## src/design/tsrs_pkg.sv

```systemverilog
`timescale 1ns / 1ps

package tsrs_pkg;

    // input command codes; code 3 is unused and ignored
    typedef enum logic [1:0] {
        CMD_TX    = 2'd0,
        CMD_WRITE = 2'd1,
        CMD_CLEAR = 2'd2
    } cmd_t;

    // step inside the clear-screen escape sequence
    typedef enum logic [1:0] {
        CLR_ESC   = 2'd0,
        CLR_BRKT  = 2'd1,
        CLR_TWO   = 2'd2,
        CLR_FINAL = 2'd3
    } clr_phase_t;

    // step between rows (cr, lf) and inside the home sequence (esc, '[', 'H')
    typedef enum logic [1:0] {
        SEND_FIRST  = 2'd0,
        SEND_SECOND = 2'd1,
        SEND_THIRD  = 2'd2
    } send_phase_t;

    typedef struct packed {
        cmd_t       cmd;
        logic [1:0] row_sel;
        logic [3:0] column_sel;
        logic [7:0] char_in;
    } item_t;

    localparam logic [7:0] BYTE_NUL   = 8'h00;
    localparam logic [7:0] BYTE_LF    = 8'h0a;
    localparam logic [7:0] BYTE_CR    = 8'h0d;
    localparam logic [7:0] BYTE_ESC   = 8'h1b;
    localparam logic [7:0] BYTE_SPACE = 8'h20;
    localparam logic [7:0] BYTE_TWO   = 8'h32;
    localparam logic [7:0] BYTE_CAP_H = 8'h48;
    localparam logic [7:0] BYTE_CAP_J = 8'h4a;
    localparam logic [7:0] BYTE_LBRKT = 8'h5b;

endpackage

```

## src/design/tsrs_ram.sv

```systemverilog
`timescale 1ns / 1ps

module tsrs_ram #(
    parameter int WIDTH  = 8,
    parameter int DEPTH  = 64,
    parameter int ADDR_W = (DEPTH > 1) ? $clog2(DEPTH) : 1
) (
    input  logic              aclk,
    input  logic              wr_en,
    input  logic [ADDR_W-1:0] wr_addr,
    input  logic [WIDTH-1:0]  wr_data,
    input  logic [ADDR_W-1:0] rd_addr,
    output logic [WIDTH-1:0]  rd_data
);

    logic [WIDTH-1:0] mem [DEPTH];
    logic [WIDTH-1:0] rd_data_reg;

    always_ff @(posedge aclk) begin
        if (wr_en) begin
            mem[wr_addr] <= wr_data;
        end
        rd_data_reg <= mem[rd_addr];
    end

    assign rd_data = rd_data_reg;

endmodule

```

## src/design/tsrs_seq.sv

```systemverilog
`timescale 1ns / 1ps

module tsrs_seq import tsrs_pkg::*; #(
    parameter int ROWS    = 4,
    parameter int COLUMNS = 16
) (
    input  logic       aclk,
    input  logic       aresetn,
    input  logic       fire,
    input  item_t      item,
    output logic [7:0] tx_byte
);

    localparam int DEPTH  = ROWS * COLUMNS;
    localparam int ADDR_W = (DEPTH > 1) ? $clog2(DEPTH) : 1;
    localparam int ROW_W  = $clog2(ROWS + 1);
    localparam int COL_W  = $clog2(COLUMNS + 1);
    localparam logic [ROW_W-1:0] ROW_LIM  = ROW_W'(ROWS);
    localparam logic [ROW_W-1:0] ROW_LAST = ROW_W'(ROWS - 1);
    localparam logic [COL_W-1:0] COL_LIM  = COL_W'(COLUMNS);

    logic [ROW_W-1:0]  row_reg, row_next;
    logic [COL_W-1:0]  col_reg, col_next;
    send_phase_t       send_phase_reg, send_phase_next;
    clr_phase_t        clr_phase_reg, clr_phase_next;
    logic              clr_pend_reg, clr_pend_next;
    logic [ADDR_W-1:0] addr_reg, addr_next;
    logic [DEPTH-1:0]  valid_reg;
    logic              fwd_hit_reg;
    logic [7:0]        fwd_data_reg;

    logic              is_tx, wr_en;
    logic [ADDR_W-1:0] wr_addr;
    logic [7:0]        ram_q, win_char;

    assign is_tx = fire && (item.cmd == CMD_TX);
    assign wr_en = fire && (item.cmd == CMD_WRITE)
                && (32'(item.row_sel) < ROWS) && (32'(item.column_sel) < COLUMNS);
    assign wr_addr = ADDR_W'(32'(item.row_sel) * COLUMNS + 32'(item.column_sel));

    // read follows the position the sequencer will hold after this edge
    assign addr_next = ADDR_W'(32'(row_next) * COLUMNS + 32'(col_next));

    assign win_char = fwd_hit_reg ? fwd_data_reg
                    : (valid_reg[addr_reg] ? ram_q : BYTE_SPACE);

    tsrs_ram #(
        .WIDTH (8),
        .DEPTH (DEPTH)
    ) u_store (
        .aclk    (aclk),
        .wr_en   (wr_en),
        .wr_addr (wr_addr),
        .wr_data (item.char_in),
        .rd_addr (addr_next),
        .rd_data (ram_q)
    );

    // next state
    always_comb begin
        row_next        = row_reg;
        col_next        = col_reg;
        send_phase_next = send_phase_reg;
        clr_phase_next  = clr_phase_reg;
        clr_pend_next   = clr_pend_reg;
        if (fire && (item.cmd == CMD_CLEAR)) begin
            clr_pend_next = 1'b1;
        end else if (is_tx) begin
            if (clr_pend_reg) begin
                case (clr_phase_reg)
                    CLR_ESC:  clr_phase_next = CLR_BRKT;
                    CLR_BRKT: clr_phase_next = CLR_TWO;
                    CLR_TWO:  clr_phase_next = CLR_FINAL;
                    default: begin
                        clr_phase_next = CLR_ESC;
                        clr_pend_next  = 1'b0;
                    end
                endcase
            end else if (row_reg < ROW_LIM) begin
                if (col_reg < COL_LIM) begin
                    col_next = col_reg + COL_W'(1);
                end else if (row_reg < ROW_LAST) begin
                    if (send_phase_reg == SEND_FIRST) begin
                        send_phase_next = SEND_SECOND;
                    end else begin
                        row_next        = row_reg + ROW_W'(1);
                        col_next        = '0;
                        send_phase_next = SEND_FIRST;
                    end
                end else begin
                    row_next = ROW_LIM;
                    col_next = '0;
                end
            end else begin
                case (send_phase_reg)
                    SEND_FIRST:  send_phase_next = SEND_SECOND;
                    SEND_SECOND: send_phase_next = SEND_THIRD;
                    default: begin
                        send_phase_next = SEND_FIRST;
                        row_next        = '0;
                        col_next        = '0;
                    end
                endcase
            end
        end
    end

    // byte for the current transmit slot
    always_comb begin
        tx_byte = BYTE_NUL;
        if (clr_pend_reg) begin
            case (clr_phase_reg)
                CLR_ESC:  tx_byte = BYTE_ESC;
                CLR_BRKT: tx_byte = BYTE_LBRKT;
                CLR_TWO:  tx_byte = BYTE_TWO;
                default:  tx_byte = BYTE_CAP_J;
            endcase
        end else if (row_reg < ROW_LIM) begin
            if (col_reg < COL_LIM) begin
                tx_byte = win_char;
            end else if (row_reg < ROW_LAST) begin
                tx_byte = (send_phase_reg == SEND_FIRST) ? BYTE_CR : BYTE_LF;
            end else begin
                tx_byte = BYTE_NUL;
            end
        end else begin
            case (send_phase_reg)
                SEND_FIRST:  tx_byte = BYTE_ESC;
                SEND_SECOND: tx_byte = BYTE_LBRKT;
                default:     tx_byte = BYTE_CAP_H;
            endcase
        end
    end

    always_ff @(posedge aclk) begin
        if (!aresetn) begin
            row_reg        <= ROW_LIM;
            col_reg        <= '0;
            send_phase_reg <= SEND_FIRST;
            clr_phase_reg  <= CLR_ESC;
            clr_pend_reg   <= 1'b1;
            addr_reg       <= '0;
            valid_reg      <= '0;
            fwd_hit_reg    <= 1'b0;
        end else begin
            row_reg        <= row_next;
            col_reg        <= col_next;
            send_phase_reg <= send_phase_next;
            clr_phase_reg  <= clr_phase_next;
            clr_pend_reg   <= clr_pend_next;
            addr_reg       <= addr_next;
            if (wr_en) begin
                valid_reg[wr_addr] <= 1'b1;
            end
            // ram read returns pre-write data on a same-address collision
            fwd_hit_reg    <= wr_en && (wr_addr == addr_next);
        end
        fwd_data_reg <= item.char_in;
    end

endmodule

```

## src/design/terminal_screen_refresh_sequencer_top.sv

```systemverilog
`timescale 1ns / 1ps

// terminal screen refresh sequencer: mirrors a ROWS x COLUMNS text window onto a serial
// terminal. command 0 (transmit slot) returns the next byte to send: a pending clear
// goes out first as esc '[' '2' 'J', otherwise the window characters row by row with
// cr lf between rows, a zero byte after the last row, then esc '[' 'H' before row 0
// again. command 1 writes one window character, command 2 requests a clear, command 3
// is ignored; only command 0 produces a result transfer. one item is accepted every
// clock cycle while no transmit slot is stalled on the output; a byte passes from the
// input register through the sequencer logic into the result register. the window sits
// in a ram that is read every cycle at the next refresh position, with write forwarding;
// per-entry valid flops make unwritten entries read as space right after reset, so
// there is no clearing pass and no startup delay.

module terminal_screen_refresh_sequencer_top import tsrs_pkg::*; #(
    parameter int ROWS    = 4,
    parameter int COLUMNS = 16
) (
    input  logic        aclk,
    input  logic        aresetn,
    input  logic        s_tvalid,
    output logic        s_tready,
    input  logic [15:0] s_tdata,   // row_sel[1:0], column_sel[5:2], char_in[13:6], zero pad
    input  logic [1:0]  s_tuser,   // command[1:0]
    output logic        m_tvalid,
    input  logic        m_tready,
    output logic [7:0]  m_tdata    // tx_byte[7:0]
);

    // input register
    logic       in_valid_reg;
    item_t      in_item_reg;
    // result register
    logic       out_valid_reg;
    logic [7:0] out_byte_reg;

    logic       is_tx;
    logic       fire;
    logic [7:0] tx_byte;
    item_t      s_item;

    assign s_item.cmd        = cmd_t'(s_tuser);
    assign s_item.row_sel    = s_tdata[1:0];
    assign s_item.column_sel = s_tdata[5:2];
    assign s_item.char_in    = s_tdata[13:6];

    // a transmit slot advances only when the result register can take its byte
    assign is_tx    = (in_item_reg.cmd == CMD_TX);
    assign fire     = in_valid_reg && (!is_tx || !out_valid_reg || m_tready);
    assign s_tready = !in_valid_reg || fire;

    tsrs_seq #(
        .ROWS    (ROWS),
        .COLUMNS (COLUMNS)
    ) u_seq (
        .aclk    (aclk),
        .aresetn (aresetn),
        .fire    (fire),
        .item    (in_item_reg),
        .tx_byte (tx_byte)
    );

    always_ff @(posedge aclk) begin
        if (!aresetn) begin
            in_valid_reg  <= 1'b0;
            out_valid_reg <= 1'b0;
        end else begin
            if (s_tready) begin
                in_valid_reg <= s_tvalid;
            end
            if (fire && is_tx) begin
                out_valid_reg <= 1'b1;
            end else if (m_tready) begin
                out_valid_reg <= 1'b0;
            end
        end
        if (s_tvalid && s_tready) begin
            in_item_reg <= s_item;
        end
        if (fire && is_tx) begin
            out_byte_reg <= tx_byte;
        end
    end

    assign m_tvalid = out_valid_reg;
    assign m_tdata  = out_byte_reg;

    // a result only ever comes from a transmit slot
    a_result_from_tx: assert property (@(posedge aclk) disable iff (!aresetn)
        $rose(m_tvalid) |-> $past(fire && is_tx))
        else $error("result transfer without a transmit slot");

    // a stalled transmit slot blocks new input transfers
    a_stall_blocks_input: assert property (@(posedge aclk) disable iff (!aresetn)
        (in_valid_reg && is_tx && m_tvalid && !m_tready) |-> !s_tready)
        else $error("input taken while a transmit slot is stalled");

    // write, clear and unused commands never load the result register
    a_no_result_from_other: assert property (@(posedge aclk) disable iff (!aresetn)
        (fire && !is_tx) |=> (m_tvalid == $past(m_tvalid && !m_tready)))
        else $error("non-transmit command produced a result");

endmodule
```

## config.mk

```make
export PLATFORM = sky130hd
export DESIGN_NAME = terminal_screen_refresh_sequencer_top
export DESIGN_NICKNAME = d
export VERILOG_FILES = /design/src/design/tsrs_pkg.sv /design/src/design/tsrs_ram.sv /design/src/design/tsrs_seq.sv /design/src/design/terminal_screen_refresh_sequencer_top.sv
export SDC_FILE = /design/constraint.sdc
export NUM_CORES = 1
export LEC_CHECK = 0
export BUFFER_PORTS_ARGS = -buffer_cell sky130_fd_sc_hd__buf_2
export CORE_ASPECT_RATIO = 0.6
export CORE_MARGIN = 5
export CORE_UTILIZATION = 63
export DETAILED_ROUTE_END_ITERATION = 12
export PLACE_DENSITY = 0.92
export RECOVER_POWER = 50
export SLEW_MARGIN = 20
export SYNTH_ARGS = -nofsm -noshare
export SYNTH_HDL_FRONTEND = slang
export SYNTH_SLANG_ARGS = --single-unit
```

## constraint.sdc

```tcl
create_clock -name aclk -period 4.6 [get_ports aclk]
set_clock_uncertainty 0.1 [all_clocks]
set_input_delay 0.46 -clock aclk [delete_from_list [all_inputs] [get_ports aclk]]
set_output_delay 0.46 -clock aclk [all_outputs]
set_load 0.03 [all_outputs]
```

## After elaboration in Yosys (flattened, before gate mapping)

Memory sizes are Yosys's and may differ from the RTL's. A register that Yosys moved wholly into a read port is not among the register bits.
Cells that the tools add are included.
Widths: inputs -> output; s select.

| operators by class | value |
|---|---|
| add/subtract/negate cells | 4 |
| magnitude comparators | 6 |
| equality and inequality tests | 8 |
| multiplexer cells | 41 |
| bitwise operators | 4 |
| reduce and logical (&&, ||, !) cells | 22 |

Operator list:

| kind | count |
|---|---|
| $or 64x64->64 | 1 |
| $mux 8 | 6 |
| $mux 5 | 8 |
| $mux 3 | 9 |
| $pmux 7 s3 | 1 |
| $lt 6x7->1 const B | 2 |
| $pmux 7 s2 | 1 |
| $mux 1 | 9 |
| $logic_and 1x1->1 | 7 |
| $add 6x4->6 | 1 |
| $add 6x5->6 | 1 |
| $bmux 1 s6 | 1 |
| $demux 1 s6 | 1 |
| $eq 2x1->1 const B | 3 |
| $eq 6x6->1 | 1 |
| $ge 6x1->1 const B | 1 |
| $logic_not 2->1 | 3 |
| $mux 2 | 3 |
| $pmux 2 s3 | 1 |
| $add 5x1->5 const B | 1 |
| $lt 5x5->1 const B | 1 |
| $reduce_and 5->1 | 1 |
| $eq 2x2->1 const B | 2 |
| $ne 2x2->1 const B | 2 |
| 11 further kinds | 18 |

| storage, ports and cells | value |
|---|---|
| register bits | 118 |
| RAM bits | 512 |
| input port bits | 22 |
| output and inout bits | 10 |
| logic and storage cells | 102 |
| memories | 1 |

Memory list:

| memory | words | bits a word | read ports | clocked after Yosys merged registers in | write ports | line | source |
|---|---|---|---|---|---|---|---|
| u_seq.u_store.mem | 64 | 8 | 1 | 1 | 1 | tsrs_ram.sv:16 | `logic [WIDTH-1:0] mem [DEPTH];` |

## Longest topological paths before layout

| depth | value |
|---|---|
| depth after elaboration | 11 |
| gate-level depth with buffers | 13 |

## Cells and area by module

From an unflattened synthesis, not the netlist that was laid out.

| unflattened totals | value |
|---|---|
| cells, all modules | 1465 |
| area total of the unflattened synthesis | 25386.8 sq um |

Modules (own cells, without submodules):

| module | instances | cells an instance | area an instance (sq um) | seq. area each (sq um) |
|---|---|---|---|---|
| tsrs_ram | 1 | 940 | 20166.8 | 15534.9 |
| tsrs_seq | 1 | 489 | 4377.9 | 1761.7 |
| terminal_screen_refresh_sequencer_top | 1 | 36 | 842.1 | 760.7 |

## Least setup slack after synthesis

Ideal clock, no wire load.

| timing | value |
|---|---|
| path kind | register to register |
| start point | register in_item_reg[15] in the netlist's numbering |
| end point | register u_seq.u_store.rd_data_reg[7], in the netlist u_seq.u_store.rd_data[7] (read register of u_seq.u_store.mem) |
| arrival time | 3.396 ns |
| path slack | 0.962 ns |
| stages on the path, launching flop included | 13 |
| buffers on the path | 2 |
| cells stage by stage | edfxtp_1 or3b_1 buf_2 nor2_1 nand3_1 mux2_2 ha_1 clkbuf_1 inv_1 nor2_1 a221oi_1 o41ai_1 o221ai_1 |

| between the ends | value |
|---|---|
| word-level cells in the longest chain between the ends | 9 |
| elaborated cells between the ends (all ways) | 13 |
| those cells by class | add/sub (1); eq/ne (1); mux (4); reduce/logical (7) |

RTL lines:

| item | line | source |
|---|---|---|
| start, declared | terminal_screen_refresh_sequencer_top.sv:32 | `item_t in_item_reg;` |
| start signal, assigned | terminal_screen_refresh_sequencer_top.sv:78 | `in_item_reg <= s_item;` |
| $logic_not 2->1 (*) | tsrs_seq.sv:36, terminal_screen_refresh_sequencer_top.sv:48 |  |
| $logic_not 1->1 | terminal_screen_refresh_sequencer_top.sv:49 | `assign fire = in_valid_reg && (!is_tx \|\| !out_valid_reg \|\| m_tready);` |
| $logic_or 1x1->1 (2 in series) | terminal_screen_refresh_sequencer_top.sv:49 |  |
| $logic_and 1x1->1 | terminal_screen_refresh_sequencer_top.sv:49 |  |
| $logic_and 1x1->1 (*) | tsrs_seq.sv:36 | `assign is_tx = fire && (item.cmd == CMD_TX);` |
| net u_seq.is_tx | tsrs_seq.sv:32 | `logic is_tx, wr_en;` |
| $mux 3 (*) | tsrs_seq.sv:68 | `end else if (is_tx) begin` |
| $mux 3 (*) | tsrs_seq.sv:66 | `if (fire && (item.cmd == CMD_CLEAR)) begin` |
| net u_seq.row_next[0] | tsrs_seq.sv:22 | `logic [ROW_W-1:0] row_reg, row_next;` |
| $add 6x5->6 (*) | tsrs_seq.sv:42 | `assign addr_next = ADDR_W'(32'(row_next) * COLUMNS + 32'(col_next));` |
| net u_seq.addr_next[4] | tsrs_seq.sv:27 | `logic [ADDR_W-1:0] addr_reg, addr_next;` |
| end, declared | tsrs_ram.sv:17 | `logic [WIDTH-1:0] rd_data_reg;` |

The timed path passes the listed nets; every way through them passes the cells marked *.
A chain may end at the register's enable or synchronous reset.

==> metrics.md <==
| Metric | Value |
|---|---|
| Least-Margin Pin Slew | 3.62 ns |
| CTS tree | yes |
| Drt total wl | 68400 µm |
| Pre-antenna DRT Iters | 7 |
| Max rail drop VDD | 0.332 mV |
| Via density | 7.14 |
| Antenna Cells | 0 |
| Die X | 268 µm |
| Gr ovfl total | 0 |
| CTS sink cnt | 634 |
| HP Class | input pin to flop |
| Initial antenna violation count | 4 |
| H-tree depth | 2 |
| Final setup fails | 0 |
| Final hold vios | 0 |
| DRC | 0 |
| PwrDens | 390 nW/µm² |
| Family with the most delay on the worst path | compound AO/OA/AOI/OAI gates |
| Distinct cells, synth | 69 |
| YS warnings | 0 |
| Final max-slew violation count | 545 |
| Post-synthesis cell area | 25200 µm² |
| Post-Layout Cell Count | 2362 |
| Total power | 10.8 mW |
| Full die area | 44200 µm² |
| Seq pwr share | 58.1% |
| Sw frac | 20.2% |
| Initial core utilization | 64.1% |
| Hold slack | 0.0859 ns |
| Post-synth top flop | edfxtp_1 |
| Final TNS setup | 0 ns |
| Slowest library cell on the worst path | o41ai_1 |
| Period utilisation layout | 96.4% |
| Gate power share | 1.5% |
| CTS Buf Count | 51 |
| Buffer and inverter count on the worst path | 1 |
| P_leak | 8.81 nW |
| Register area | 18100 µm² |
| F_max | 225 MHz |
| Post-CTS setup repair buffer count | 0 |
| IO Count | 32 |
| Number of fill cells | 2278 |
| Minimum clock period | 4.44 ns |
| DP Wirelength | 40800 µm |
| DR WL/cell | 29.0 µm |
| Vias in the first global route | 16.0k |
| Clock Latency Late Sink | 0.59 ns |
| Nets | 1829 |
| WS Path Type | flop to flop |
| Failing checks | capacitance limit, slew limit |
| Synthesis-stage register bit count | 634 |
| Clock Power Share | 40.4% |
| GPL Wtd Cong | 0.964 |
| RSZ-0062 raised after global routing | no |
| Die height | 165 µm |
| Relative slew slack | -141% |
| Area of the multi-input gates | 6580 µm² |
| Port Buffers | 29 |
| Worst path most repeated cell | a211oi_1 |
| Num rows | 56 |
| Crit path cell chain | nor4_1, o21ai_4, nand2_4, buf_4, a211oi_1, a211oi_1, o41ai_1, o311ai_1 |
| Vias | 16.9k |
| Critical Path Max Stage Delay | 0.94 ns |
| Syn avg cell area | 14.3 µm² |
| NetSw | 2.18 mW |
| Worst-path maximum fanout | 22 |
| First-pass GRT wire length | 100000 µm |
| Largest net degree at the start of global routing | 92 |
| Cells after DPL | 2251 |
| CP Launch Type | flop |
| Seq/Total Area, Yosys | 71.7% |
| Tot GR Track Use | 30.6% |
| EDFF count, synth | 536 |
| CP Capture Type | flop |
| Starting DRT DRC Count | 3214 |
| Share of layout cells above drive strength 1 | 10.2% |
| Core area | 39200 µm² |
| Root buffer cell | clkbuf_16 |
| Detail Route Antenna Nets | 0 |
| Clk buf depth | 3 |
| Synth-to-Final Area Change | 9.79% |
| Mapped Cells | 1760 |
| Max reg flops | 512 |
| Syn nets | 1790 |
| Max Cap Viol | 9 |
| Asr flop ratio synth | 0% |
| Clock slew at reported path FFs | 0.07 ns |
| Status | complete, but fails checks |
| Worst EP required | 4.90 ns |
| Internal | 8.60 mW |
| CP Data Arrival Time | 4.73 ns |
[cell usage after synthesis, types with 3 or more instances]
cell type / n / area share [%]
a22oi_1: 22 / 0.66
buf_2: 29 / 0.58
nor2_1: 223 / 3.3
a221oi_1: 12 / 0.42
edfxtp_1: 536 / 64
nand2_1: 155 / 2.3
a221oi_2: 7 / 0.42
and2_1: 11 / 0.27
inv_1: 5 / 0.075
and3_1: 97 / 2.4
mux4_2: 34 / 3.0
mux2i_1: 49 / 1.9
nor4b_1: 7 / 0.24
buf_6: 3 / 0.13
nor4_1: 5 / 0.12
xnor2_1: 6 / 0.21
buf_1: 5 / 0.075
a31oi_1: 7 / 0.17
o221ai_1: 7 / 0.24
a311oi_1: 14 / 0.49
clkbuf_1: 73 / 1.1
a211oi_1: 142 / 4.2
nand3_1: 8 / 0.16
a21o_1: 3 / 0.089
nor3_1: 5 / 0.099
nand3b_1: 4 / 0.12
o41ai_1: 16 / 0.56
nor2b_1: 8 / 0.20
nand4_1: 3 / 0.075
ha_1: 8 / 0.40
o31ai_1: 3 / 0.089
dfxtp_1: 98 / 7.8
o21a_1: 4 / 0.12
o21ai_0: 12 / 0.24
a21boi_0: 4 / 0.12
a21oi_1: 92 / 1.8
[stage by stage]
step / area (µm²) / utilization, % / worst slack [ns]
after detailed placement: 25900 / 66.1 / 0.436
after CTS: 27700 / 70.6 / 0.372
final: 27600 / 70.4 / 0.165
after global routing: 27600 / 70.4 / 0.135
after global placement: 25900 / 66.1 / 0.573
after floorplan: 25200 / - / 0.962
[layout make-up]
type / instances / area share, %
inverter: 6 / 0.0815
sequential: 634 / 65.3
clock buffer: 73 / 5.13
tap: 522 / 2.36
clock inverter: 21 / 0.688
timing repair buffer: 101 / 2.59
multi-input combinational: 1005 / 23.8
[cell usage in the layout (no fill, tap or decap), drive strengths merged, types with 19 or more instances in the layout]
cell type	instances
a21oi	92
edfxtp	536
and3	97
mux2i	49
nand2	157
a22oi	22
clkbuf	100
dfxtp	98
mux4	36
nor2	225
buf	58
a221oi	19
a211oi	142
[power by group through the flow]
stage                     Combinational, mW  Clock (mW)  Sequential [mW]
after floorplan                      0.0352           0             6.41
after global placement                0.136           0             6.38
after detailed placement              0.145           0             6.38
after CTS                             0.156        4.31             6.25
after global routing                  0.168        4.59             6.26
final                                 0.164        4.35             6.26
[timing repair]
action                    4_1_cts  5_1_grt
resized for setup               0        0
hold buffers                   16        0
hold endpoints to repair       16        0
[cells by family (layout without fill, tap and decap cells)]
| kind of cell | after synthesis | count (layout) | share of synthesized area [%] |
|---|---|---|---|
| DFF | 634 | 634 | 71.7 |
| and+or+nand+nor | 543 | 543 | 9.92 |
| AOI/OAI and AO/OA | 360 | 360 | 10.2 |
| buffers and inverters | 121 | 201 | 2.22 |
| muxes | 86 | 86 | 5.24 |
| adders and majority gates | 8 | 8 | 0.398 |
| xor gates and xnor gates | 8 | 8 | 0.278 |
[worst paths after layout]
path / start / endpoint / slack, ns / cells after the start
hold reg to reg: u_seq.valid_reg[26] / u_seq.valid_reg[26] / 0.38 / 2
hold / removal: aresetn / u_seq.row_reg[2] / 0.09 / 2
setup / recovery: u_seq.addr_reg[0] / u_seq.u_store.rd_data[6] / 0.16 / 8
setup reg to reg: u_seq.addr_reg[0] / u_seq.u_store.rd_data[6] / 0.16 / 8
[metal layers]
layer / up-vias / GRT usage (%) / wire length (µm)
met3: 271 / 12.0 / 11800
met2: 1543 / 45.6 / 30200
met1: 8216 / 42.9 / 24000
met5: - / 0 / 57
met4: 8 / 8.40 / 2470
li1: 6829 / - / -
Note: power is estimated with default switching activity, not from simulation.
